$ cat config.mk
export PLATFORM = sky130hd
export DESIGN_NAME = markup_span_stripper_unit
export DESIGN_NICKNAME = d
export VERILOG_FILES = /design/src/hw/rtl/mss_pkg.sv /design/src/hw/rtl/mss_filter.sv /design/src/hw/rtl/markup_span_stripper_unit.sv
export SDC_FILE = /design/constraint.sdc
export NUM_CORES = 1
export LEC_CHECK = 0
export BUFFER_PORTS_ARGS = -buffer_cell sky130_fd_sc_hd__buf_2
export CAP_MARGIN = 20
export CORE_ASPECT_RATIO = 0.6
export CORE_MARGIN = 3
export CORE_UTILIZATION = 35
export DETAILED_ROUTE_END_ITERATION = 16
export HOLD_SLACK_MARGIN = 0.15
export PLACE_DENSITY = 0.53
export SETUP_SLACK_MARGIN = 0.1
export SLEW_MARGIN = 25
export SYNTH_ARGS = -nofsm -noshare
export SYNTH_HDL_FRONTEND = slang
export SYNTH_SLANG_ARGS = --single-unit
$ cat constraint.sdc
create_clock -name clk_i -period 3.9 [get_ports clk_i]
set_clock_uncertainty 0.05 [all_clocks]
set_input_delay 0.78 -clock clk_i [delete_from_list [all_inputs] [get_ports clk_i]]
set_output_delay 0.78 -clock clk_i [all_outputs]
set_load 0.02 [all_outputs]
$ cat src/hw/rtl/mss_pkg.sv
`default_nettype none

package mss_pkg;

  localparam int unsigned CharW = 8;
  localparam int unsigned WinDepth = 4;

  localparam logic [CharW-1:0] ChrReset   = 8'h61; // 'a'
  localparam logic [CharW-1:0] ChrLBrace  = 8'h7b; // '{'
  localparam logic [CharW-1:0] ChrRBrace  = 8'h7d; // '}'
  localparam logic [CharW-1:0] ChrLt      = 8'h3c; // '<'
  localparam logic [CharW-1:0] ChrGt      = 8'h3e; // '>'
  localparam logic [CharW-1:0] ChrSlash   = 8'h2f; // '/'
  localparam logic [CharW-1:0] ChrBang    = 8'h21; // '!'
  localparam logic [CharW-1:0] ChrDash    = 8'h2d; // '-'
  localparam logic [CharW-1:0] ChrR       = 8'h72;
  localparam logic [CharW-1:0] ChrE       = 8'h65;
  localparam logic [CharW-1:0] ChrF       = 8'h66;
  localparam logic [CharW-1:0] ChrQ       = 8'h71;
  localparam logic [CharW-1:0] ChrU       = 8'h75;
  localparam logic [CharW-1:0] ChrO       = 8'h6f;
  localparam logic [CharW-1:0] ChrT       = 8'h74;

  // one character handed from the input register to the filter
  typedef struct packed {
    logic             valid;
    logic [CharW-1:0] chr;
  } mss_step_t;

endpackage

`default_nettype wire

$ cat src/hw/rtl/mss_filter.sv
`default_nettype none

module mss_filter import mss_pkg::*; (
  input  logic      clk_i,
  input  logic      rst_ni,
  input  mss_step_t step_i,
  output logic      emit_o
);

  typedef enum logic [2:0] {
    ModeCopy    = 3'd0,
    ModeBrace   = 3'd1,
    ModeRef     = 3'd2,
    ModeQuote   = 3'd3,
    ModeComment = 3'd4
  } mode_e;

  mode_e            mode_q, mode_d;
  logic [CharW-1:0] win_q [WinDepth];
  logic [CharW-1:0] win_d [WinDepth];

  logic open_brace, open_ref, open_quot, open_cmt;
  logic close_brace, close_ref, close_cmt;
  logic emit;

  // window after the new character is shifted in, index 0 oldest
  always_comb begin
    for (int i = 0; i < WinDepth - 1; i++) begin
      win_d[i] = win_q[i+1];
    end
    win_d[WinDepth-1] = step_i.chr;
  end

  assign open_brace  = (win_d[2] == ChrLBrace) && (win_d[3] == ChrLBrace);
  assign open_ref    = (win_d[0] == ChrLt) && (win_d[1] == ChrR) &&
                       (win_d[2] == ChrE) && (win_d[3] == ChrF);
  assign open_quot   = (win_d[0] == ChrQ) && (win_d[1] == ChrU) &&
                       (win_d[2] == ChrO) && (win_d[3] == ChrT);
  assign open_cmt    = (win_d[0] == ChrLt) && (win_d[1] == ChrBang) &&
                       (win_d[2] == ChrDash) && (win_d[3] == ChrDash);
  assign close_brace = (win_d[2] == ChrRBrace) && (win_d[3] == ChrRBrace);
  assign close_ref   = (win_d[0] == ChrSlash) && (win_d[1] == ChrR) &&
                       (win_d[2] == ChrE) && (win_d[3] == ChrF);
  assign close_cmt   = (win_d[1] == ChrDash) && (win_d[2] == ChrDash) &&
                       (win_d[3] == ChrGt);

  always_comb begin
    mode_d = mode_q;
    emit   = 1'b0;
    case (mode_q)
      ModeBrace: begin
        if (close_brace) begin
          mode_d = ModeCopy;
          emit   = 1'b1;
        end
      end
      ModeRef: begin
        if (close_ref) begin
          mode_d = ModeCopy;
          emit   = 1'b1;
        end
      end
      ModeQuote: begin
        if (open_quot) begin
          mode_d = ModeCopy;
          emit   = 1'b1;
        end
      end
      ModeComment: begin
        if (close_cmt) begin
          mode_d = ModeCopy;
          emit   = 1'b1;
        end
      end
      default: begin
        // priority follows the order the openings are tested
        if (open_brace) begin
          mode_d = ModeBrace;
        end else if (open_ref) begin
          mode_d = ModeRef;
        end else if (open_quot) begin
          mode_d = ModeQuote;
        end else if (open_cmt) begin
          mode_d = ModeComment;
        end else begin
          mode_d = ModeCopy;
          emit   = 1'b1;
        end
      end
    endcase
  end

  assign emit_o = step_i.valid & emit;

  always_ff @(posedge clk_i or negedge rst_ni) begin
    if (!rst_ni) begin
      mode_q <= ModeCopy;
      for (int i = 0; i < WinDepth; i++) begin
        win_q[i] <= ChrReset;
      end
    end else if (step_i.valid) begin
      mode_q <= mode_d;
      for (int i = 0; i < WinDepth; i++) begin
        win_q[i] <= win_d[i];
      end
    end
  end

`ifndef SYNTHESIS
  a_close_emits: assert property (@(posedge clk_i) disable iff (!rst_ni)
    step_i.valid && mode_q != ModeCopy && mode_d == ModeCopy |-> emit_o)
    else $error("closing character not emitted");

  a_open_drops: assert property (@(posedge clk_i) disable iff (!rst_ni)
    step_i.valid && mode_q == ModeCopy && mode_d != ModeCopy |-> !emit_o)
    else $error("opening character emitted");

  a_skip_holds: assert property (@(posedge clk_i) disable iff (!rst_ni)
    step_i.valid && mode_q != ModeCopy && mode_d != ModeCopy |->
      mode_d == mode_q && !emit_o)
    else $error("skip mode changed without close");

  a_idle_stable: assert property (@(posedge clk_i) disable iff (!rst_ni)
    !step_i.valid |=> $stable(mode_q))
    else $error("mode moved without a character");
`endif

endmodule

`default_nettype wire

$ cat src/hw/rtl/markup_span_stripper_unit.sv
// accepted characters wait in the input register; kept ones then go to the output register
// throughput: one character per cycle unless the output stalls; mode and window step with it
// each character yields zero or one output transaction
// reset (rst_ni low, asynchronous): copy mode, window filled with 'a', both stages empty
`default_nettype none

module markup_span_stripper_unit import mss_pkg::*; (
  input  logic             clk_i,
  input  logic             rst_ni,
  input  logic             in_valid_i,
  output logic             in_ready_o,
  input  logic [CharW-1:0] in_char_i,
  output logic             out_valid_o,
  input  logic             out_ready_i,
  output logic [CharW-1:0] out_char_o
);

  logic             in_valid_q;
  logic [CharW-1:0] in_char_q;
  logic             out_valid_q;
  logic [CharW-1:0] out_char_q;
  logic             advance;
  logic             emit;
  mss_step_t        step;

  // input stage moves on when the result slot is empty or being taken
  assign advance    = in_valid_q & (~out_valid_q | out_ready_i);
  assign in_ready_o = ~in_valid_q | advance;

  assign step.valid = advance;
  assign step.chr   = in_char_q;

  mss_filter u_filter (
    .clk_i  (clk_i),
    .rst_ni (rst_ni),
    .step_i (step),
    .emit_o (emit)
  );

  always_ff @(posedge clk_i or negedge rst_ni) begin
    if (!rst_ni) begin
      in_valid_q  <= 1'b0;
      out_valid_q <= 1'b0;
    end else begin
      if (in_ready_o) begin
        in_valid_q <= in_valid_i;
      end
      if (advance) begin
        out_valid_q <= emit;
      end else if (out_ready_i) begin
        out_valid_q <= 1'b0;
      end
    end
  end

  always_ff @(posedge clk_i) begin
    if (in_valid_i && in_ready_o) begin
      in_char_q <= in_char_i;
    end
    if (emit) begin
      out_char_q <= in_char_q;
    end
  end

  assign out_valid_o = out_valid_q;
  assign out_char_o  = out_char_q;

`ifndef SYNTHESIS
  a_emit_needs_room: assert property (@(posedge clk_i) disable iff (!rst_ni)
    emit |-> in_valid_q && (!out_valid_q || out_ready_i))
    else $error("result produced with no free slot");

  a_no_drop: assert property (@(posedge clk_i) disable iff (!rst_ni)
    in_valid_q && !advance |=> in_valid_q && $stable(in_char_q))
    else $error("pending character lost");

  a_emit_shows: assert property (@(posedge clk_i) disable iff (!rst_ni)
    emit |=> out_valid_o && out_char_o == $past(in_char_q))
    else $error("emitted character not presented");
`endif

endmodule

`default_nettype wire
==> results of run 1 <==
## kinds of logic (layout without fill, tap and decap cells)
group	Yosys count	count (layout)
AND/OR/NAND/NOR	58	58
flip-flops	45	45
multiplexers	27	27
AO/OA/AOI/OAI	10	10
buffers and inverters	3	31
XOR/XNOR	1	1
## area by class of cell
| type | instances | area [µm²] | share of cell area |
|---|---|---|---|
| tap | 77 | 96.34 | 0.04068 |
| sequential | 45 | 1217 | 0.5140 |
| clock inverter | 2 | 35.03 | 0.01479 |
| clock buffer | 6 | 72.57 | 0.03064 |
| multi-input combinational | 96 | 830.8 | 0.3508 |
| timing repair buffer | 22 | 112.6 | 0.04754 |
| inverter | 1 | 3.754 | 0.001585 |
## cells in the mapped netlist (2+ instances only)
library cell | instances | area [µm²]
nand3_1 | 2 | 10.01
nor2b_1 | 2 | 12.51
and3b_1 | 2 | 17.52
edfxtp_1 | 16 | 480.5
nand2_1 | 8 | 30.03
and2_1 | 2 | 12.51
nor4b_4 | 2 | 47.55
nor3_1 | 4 | 20.02
nand4b_1 | 3 | 26.28
and4b_1 | 3 | 30.03
nand4_1 | 5 | 31.28
nor4b_1 | 3 | 26.28
nand2b_1 | 2 | 12.51
mux2_2 | 24 | 270.3
clkbuf_1 | 2 | 7.510
nor2_1 | 6 | 22.52
mux2_4 | 3 | 45.04
nor4bb_1 | 2 | 20.02
and3_1 | 6 | 37.54
dfstp_2 | 9 | 236.5
dfrtp_1 | 20 | 500.5
## metrics by stage
step           std cells  area [µm²]  worst slack [ps]  hold WS (ps)  utilization
3_3_place_gp         241        2261              1181         460.8       0.4222
5_1_grt              249        2369             892.8         499.2       0.4423
6_report             249        2369              1081         461.6       0.4423
2_1_floorplan        144        2059              1422         412.2            -
3_5_place_dp         241        2261              1069         451.3       0.4222
4_1_cts              249        2369              1064         473.2       0.4423
## layer usage
layer / up-vias / GRT usage / share of wire
li1: 609 / - / -
met1: 671 / 0.2092 / 0.48
met2: 48 / 0.2037 / 0.43
met3: 6 / 0.03631 / 0.071
met4: 0 / 0.03437 / 0.010
met5: - / 0 / 0
## state kept, by name, summed over array words and instances (netlist names)
register and count:
u_filter.win_d 24, in_char_q 8, out_char_o 8, u_filter.mode_q 3, in_valid_q 1, out_valid_o 1
## power by group
part | switching, W | leakage [nW] | internal [W]
Sequential | 0.000125 | 0.489 | 0.000617
Combinational | 0.0000921 | 0.396 | 0.000120
Clock | 0.000155 | 0.0552 | 0.000190
## how the worst max path moves through the flow
stage,end,depth (start not counted)
after floorplan,out_char_o[0]$_DFFE_PP_,6
after global placement,out_char_o[5]$_DFFE_PP_,6
after detailed placement,out_char_o[7]$_DFFE_PP_,6
after CTS,out_char_o[6]$_DFFE_PP_,6
after global routing,out_char_o[7]$_DFFE_PP_,6
final,out_char_o[5]$_DFFE_PP_,6
## layout by cell type, fill, tap and decap left out, types with 3 or more instances in the layout
cell / instances
nand2_1: 8
mux2_2: 24
dfrtp_1: 20
dfstp_2: 9
and4b_1: 3
nor3_1: 4
nand4b_1: 3
nand4_1: 5
clkbuf_8: 5
and3_1: 6
mux2_4: 3
nor4b_1: 3
edfxtp_1: 16
nor2_1: 6
buf_2: 21
## critical path, stage by stage (launching register included)
cell	delay (ps)
dfstp_2	550
nor4b_4	220
and4_4	290
nand4_2	70
o32a_1	420
a31o_1	270
nor2_1	580
==> reports/metrics.csv, run 1 <==
stage;metric;value;unit
detailed_routing;DRC Markers;0;
run;max cap viols;0;
synthesis;Synth Area in Simple Gates;0.2023;
worst_setup_path;startpoint types;register;
floorplan;die height;65.42;µm
detailed_routing;via count;1334;
clock_network;Max Buffers Root-to-Sink;2;
clock_network;CTS HTree Levels;2;
clock_network;post_cts resized;0;
timing;worst relative slew slack;0.5161;
floorplan;num ports;22;
worst_setup_path;RR Startpoint;u_filter.win_d[13]$_DFFE_PN1P_;
synthesis;Post-synth EDFFs;16;
timing;slew of the pin with the lowest slew margin;723.2;ps
worst_setup_path;reg2reg end;out_char_o[5]$_DFFE_PP_;
grt;pin count of the biggest net entering global routing;30;
timing;final slew viol count;0;
clock_network;post-CTS setup-driven buffer insertion count;0;
synthesis;Adder-Cell Fraction of Synth Area;0;
detailed_routing;Post-Route WL;4510;µm
final_layout;fillers;504;
clock_network;clock insertion delay at the later pin of the skew report;290;ps
timing;final setup vio count;0;
final_layout;Ant. Diodes;0;
worst_setup_path;CP startpoint;u_filter.win_d[13]$_DFFE_PN1P_;
grt;vias in the first global route;1353;
synthesis;Syn Area/Cell;14.30;µm²
synthesis;top_reg_cell synth;dfrtp_1;
synthesis;post-synthesis compound-gate area fraction;0.04374;
hold_path;Hold Crit Class;input pin to asynchronous set/reset pin;
floorplan;Core Area;5355;µm²
floorplan;die area;6871;µm²
timing;Tcrit/Tclk final;0.7227;
placement;port bufs;21;
worst_setup_path;Critical Path RT;3780;ps
floorplan;die width;105.0;µm
timing;FMAX;354.8;MHz
floorplan;row cnt;20;
worst_setup_path;r2r setup slk;1080;ps
clock_network;CTS Buf Count;5;
synthesis;Post-Syn Instances;144;
detailed_routing;DR iter-0 viols;95;
grt;initial antenna violation count;0;
detailed_routing;post-route ant nets;0;
grt;first-pass GRT wire length;7334;µm
final_layout;share of layout cells above drive strength 1;0.4186;
synthesis;Synth Area in XOR/XNOR;0.004253;
clock_network;CTS tree;yes;
synthesis;mux cell area share after synthesis;0.1531;
worst_setup_path;R2R cell count;6;
power;power per cell area;548.5;nW/µm²
synthesis;Post-synth ARST share;0.6444;
clock_network;Sink Count;45;
synthesis;Seq/Total Area, Yosys;0.5911;
synthesis;Synth warnings;0;
timing;RSZ-0062 raised after global routing;false;
timing;Final Hold Fails;0;
placement;DP Wirelength;3281;µm
power;maximum vdd drop;0.2557;mV
clock_network;Hold Buf Count CTS;0;
clock_network;CTS clk-pin slew, worst paths;90;ps
synthesis;FF+latch count, synth;45;
floorplan;Initial Util;0.3846;
synthesis;Synth cell types;39;
worst_setup_path;crit path kind;register to register;
clock_network;clock root cell;clkbuf_8;
detailed_routing;vias per cell;5.357;
final_layout;nets;183;
power;total power draw;0.001299;W
worst_setup_path;Setup crit end kind;register;
timing;Final min period;2819;ps
worst_setup_path;Arrival @ worst endpoint;2700;ps
power;leakage;0.9400;nW
grt;gr usage total;0.1406;
worst_setup_path;crit-path max FO;8;
timing;Fin Setup TNS;0;ps
synthesis;syn nets;156;
placement;global placer's final weighted congestion;0.9883;
grt;total gr overflow;0;
final_layout;synthesis-to-layout area growth;15.01;%
synthesis;largest family of logic cells by synthesized area;simple AND/OR/NAND/NOR gates;
detailed_routing;DRT Pass-1 Iters;4;
detailed_routing;WL/cell;18.11;µm
outcome;outcome;finished, final reports clean;
synthesis;Netlist Area Pre-Place;2059;µm²
(Power assumes the default switching activity.)
==> run 2, diff against run 1 <==
--- a/config.mk
+++ b/config.mk
@@ -5,6 +5,7 @@
 export SDC_FILE = /design/constraint.sdc
 export NUM_CORES = 1
 export LEC_CHECK = 0
+export ABC_AREA = 1
 export BUFFER_PORTS_ARGS = -buffer_cell sky130_fd_sc_hd__buf_2
 export CAP_MARGIN = 20
 export CORE_ASPECT_RATIO = 0.6
==> constraint.sdc (replaced) <==
create_clock -name clk_i -period 2.8 [get_ports clk_i]
set_clock_uncertainty 0.05 [all_clocks]
set_input_delay 0.56 -clock clk_i [delete_from_list [all_inputs] [get_ports clk_i]]
set_output_delay 0.56 -clock clk_i [all_outputs]
set_load 0.02 [all_outputs]
==> reports/metrics.csv, run 2 <==
stage;metric;value;unit
outcome;outcome;finished, final reports clean;
floorplan;row cnt;22;
placement;global placer's final weighted congestion;0.8525;
timing;slew of the pin with the lowest slew margin;659.1;ps
worst_setup_path;r2r setup slk;640;ps
clock_network;Sink Count;45;
power;Pint;0.001296;W
grt;first-pass GRT wire length;8556;µm
floorplan;Initial Util;0.3720;
detailed_routing;DR iter-0 viols;141;
final_layout;nets;346;
final_layout;commonest non-fill, non-tap cells in the layout;108 x nand2_1, 46 x nor2_1, 40 x inv_1, 23 x o21ai_0, 21 x buf_2;
synthesis;Synth area leader;dfrtp_1;
grt;met1 usage;0.2421;
synthesis;Post-Syn Instances;309;
synthesis;Synth top area share;0.2134;
grt;met2 GRT Util;0.1693;
worst_setup_path;crit-path max FO;8;
timing;worst relative slew slack;0.5606;
worst_setup_path;reg2reg end;out_char_o[0]$_DFFE_PP_;
final_layout;commonest non-fill, non-tap cell in the layout;nand2_1;
synthesis;Post-synth EDFFs;16;
worst_setup_path;Critical Path RT;2720;ps
placement;port bufs;21;
synthesis;Synth area leaders;dfrtp_1 21%, edfxtp_1 20%, nand2_1 17%;
grt;initial antenna violation count;0;
run;max cap viols;0;
floorplan;num ports;22;
final_layout;Final Util;0.4220;
synthesis;top_reg_cell synth;dfrtp_1;
timing;final slew viol count;0;
clock_network;CTS HTree Levels;2;
clock_network;clock root cell;clkbuf_8;
power;maximum vdd drop;0.3441;mV
synthesis;Netlist Area Pre-Place;2345;µm²
timing;final setup vio count;0;
detailed_routing;Post-Route WL;5220;µm
floorplan;die width;111.7;µm
timing;Fin Setup TNS;0;ps
worst_setup_path;Setup crit end kind;register;
synthesis;FF+latch count, synth;45;
power;Sw Ratio;0.3530;
clock_network;CTS clk-pin slew, worst paths;90;ps
final_layout;share of layout cells above drive strength 1;0.1881;
hold_path;Hold Crit Class;input pin to asynchronous set/reset pin;
power;Clk network pwr share;0.248;
grt;gr usage total;0.1427;
worst_setup_path;crit path kind;register to register;
detailed_routing;WL/cell;12.46;µm
power;power per cell area;753.2;nW/µm²
synthesis;Seq/Total Area, Yosys;0.5192;
worst_setup_path;R2R cell count;10;
worst_setup_path;Arrival @ worst endpoint;2080;ps
final_layout;Post-Layout Cell Count;419;
grt;vias in the first global route;1711;
clock_network;post_cts resized;0;
placement;DP Wirelength;4153;µm
power;leakage;1.188;nW
clock_network;CTS Buf Count;5;
detailed_routing;DRC Markers;0;
timing;Final min period;2159;ps
power;NetSw;0.0007073;W
final_layout;Ant. Diodes;0;
timing;Final Hold Fails;0;
floorplan;die area;7750;µm²
timing;FMAX;463.1;MHz
final_layout;Largest register FFs;24;
synthesis;Post-synth ARST share;0.6444;
grt;busiest grt layer;met1;
clock_network;Max Buffers Root-to-Sink;2;
synthesis;Synth warnings;0;
clock_network;Hold Buf Count CTS;0;
worst_setup_path;startpoint types;register;
clock_network;post-CTS setup-driven buffer insertion count;0;
worst_setup_path;RR Startpoint;u_filter.win_d[16]$_DFFE_PN1P_;
detailed_routing;vias per cell;4.465;
synthesis;Syn Area/Cell;7.588;µm²
power;Reg power frac;0.504;
grt;met3 GRT Util;0.03400;
detailed_routing;DRT Pass-1 Iters;5;
synthesis;Synth cell types;22;
floorplan;Core Area;6304;µm²
synthesis;syn nets;321;
clock_network;clock insertion delay at the later pin of the skew report;300;ps
timing;RSZ-0062 raised after global routing;false;
detailed_routing;via count;1871;
grt;total gr overflow;0;
synthesis;most frequent cells after synthesis;108 x nand2_1, 46 x nor2_1, 40 x inv_1, 23 x o21ai_0, 20 x dfrtp_1;
placement;Cells after DPL;411;
final_layout;fillers;642;
synthesis;count leader, synth;nand2_1;
grt;pin count of the biggest net entering global routing;41;
power;total power draw;0.002004;W
clock_network;CTS tree;yes;
detailed_routing;post-route ant nets;0;
floorplan;die height;69.40;µm
timing;Tcrit/Tclk final;0.7712;
final_layout;synthesis-to-layout area growth;13.45;%
power;Combinational Power Share;0.248;
[run 2: final cells by class]
| type | instances | area [µm²] | area share |
|---|---|---|---|
| clock buffer | 5 | 68.82 | 0.02587 |
| clock inverter | 3 | 46.29 | 0.01740 |
| inverter | 48 | 180.2 | 0.06773 |
| multi-input combinational | 212 | 929.6 | 0.3495 |
| sequential | 45 | 1217 | 0.4577 |
| tap | 84 | 105.1 | 0.03951 |
| timing repair buffer | 22 | 112.6 | 0.04233 |
[run 2: power by group through the flow]
| stage | Clock (W) | Combinational (W) | Sequential, W |
|---|---|---|---|
| after floorplan | 0 | 0.000346 | 0.00101 |
| after global placement | 0 | 0.000498 | 0.00103 |
| after detailed placement | 0 | 0.000498 | 0.00102 |
| after CTS | 0.000513 | 0.000501 | 0.00101 |
| after global routing | 0.000552 | 0.000576 | 0.00104 |
| final | 0.000496 | 0.000498 | 0.00101 |
[run 2: worst max path at each step]
stage | cells past startpoint | start | slack, ps | endpoint
after floorplan | 10 | u_filter.win_d[22]$_DFFE_PN1P_ | 960 | out_char_o[0]$_DFFE_PP_
after global placement | 10 | u_filter.win_d[8]$_DFFE_PN1P_ | 620 | out_char_o[3]$_DFFE_PP_
after detailed placement | 10 | u_filter.win_d[29]$_DFFE_PN1P_ | 630 | out_char_o[0]$_DFFE_PP_
after CTS | 10 | u_filter.win_d[29]$_DFFE_PN1P_ | 610 | out_char_o[1]$_DFFE_PP_
after global routing | 10 | u_filter.win_d[29]$_DFFE_PN1P_ | 440 | out_char_o[0]$_DFFE_PP_
final | 10 | u_filter.win_d[16]$_DFFE_PN1P_ | 640 | out_char_o[0]$_DFFE_PP_
[run 2: per-stage QoR]
step	instance area (µm²)	setup WS, ps	hold slack [ps]
after floorplan	2345	957.9	214.4
after detailed placement	2545	633.3	426.1
final	2660	640.8	229.7
after CTS	2660	612.0	257.0
after global placement	2545	615.7	423.7
after global routing	2660	439.0	291.7
[run 2: critical path, cell delays in order, from the launching register on]
cell     delay [ps]
dfstp_2         560
inv_2            40
nor2_1          190
nand2_1          70
nor2_1          130
nand3_1         140
nand2_2         120
nand2_4          70
nor2_8          100
nand2_2          80
inv_1           280
[run 2: cells by family after synthesis]
kind of cell           synth area share
flip-flops                       0.5192
AO/OA/AOI/OAI                   0.05710
AND/OR/NAND/NOR                  0.3394
buffers and inverters           0.08431
[run 2: layer usage]
metal	up-vias	wire, µm
met1	831	2980
met5	-	0
met3	4	323
met4	0	44
li1	987	-
met2	49	1871
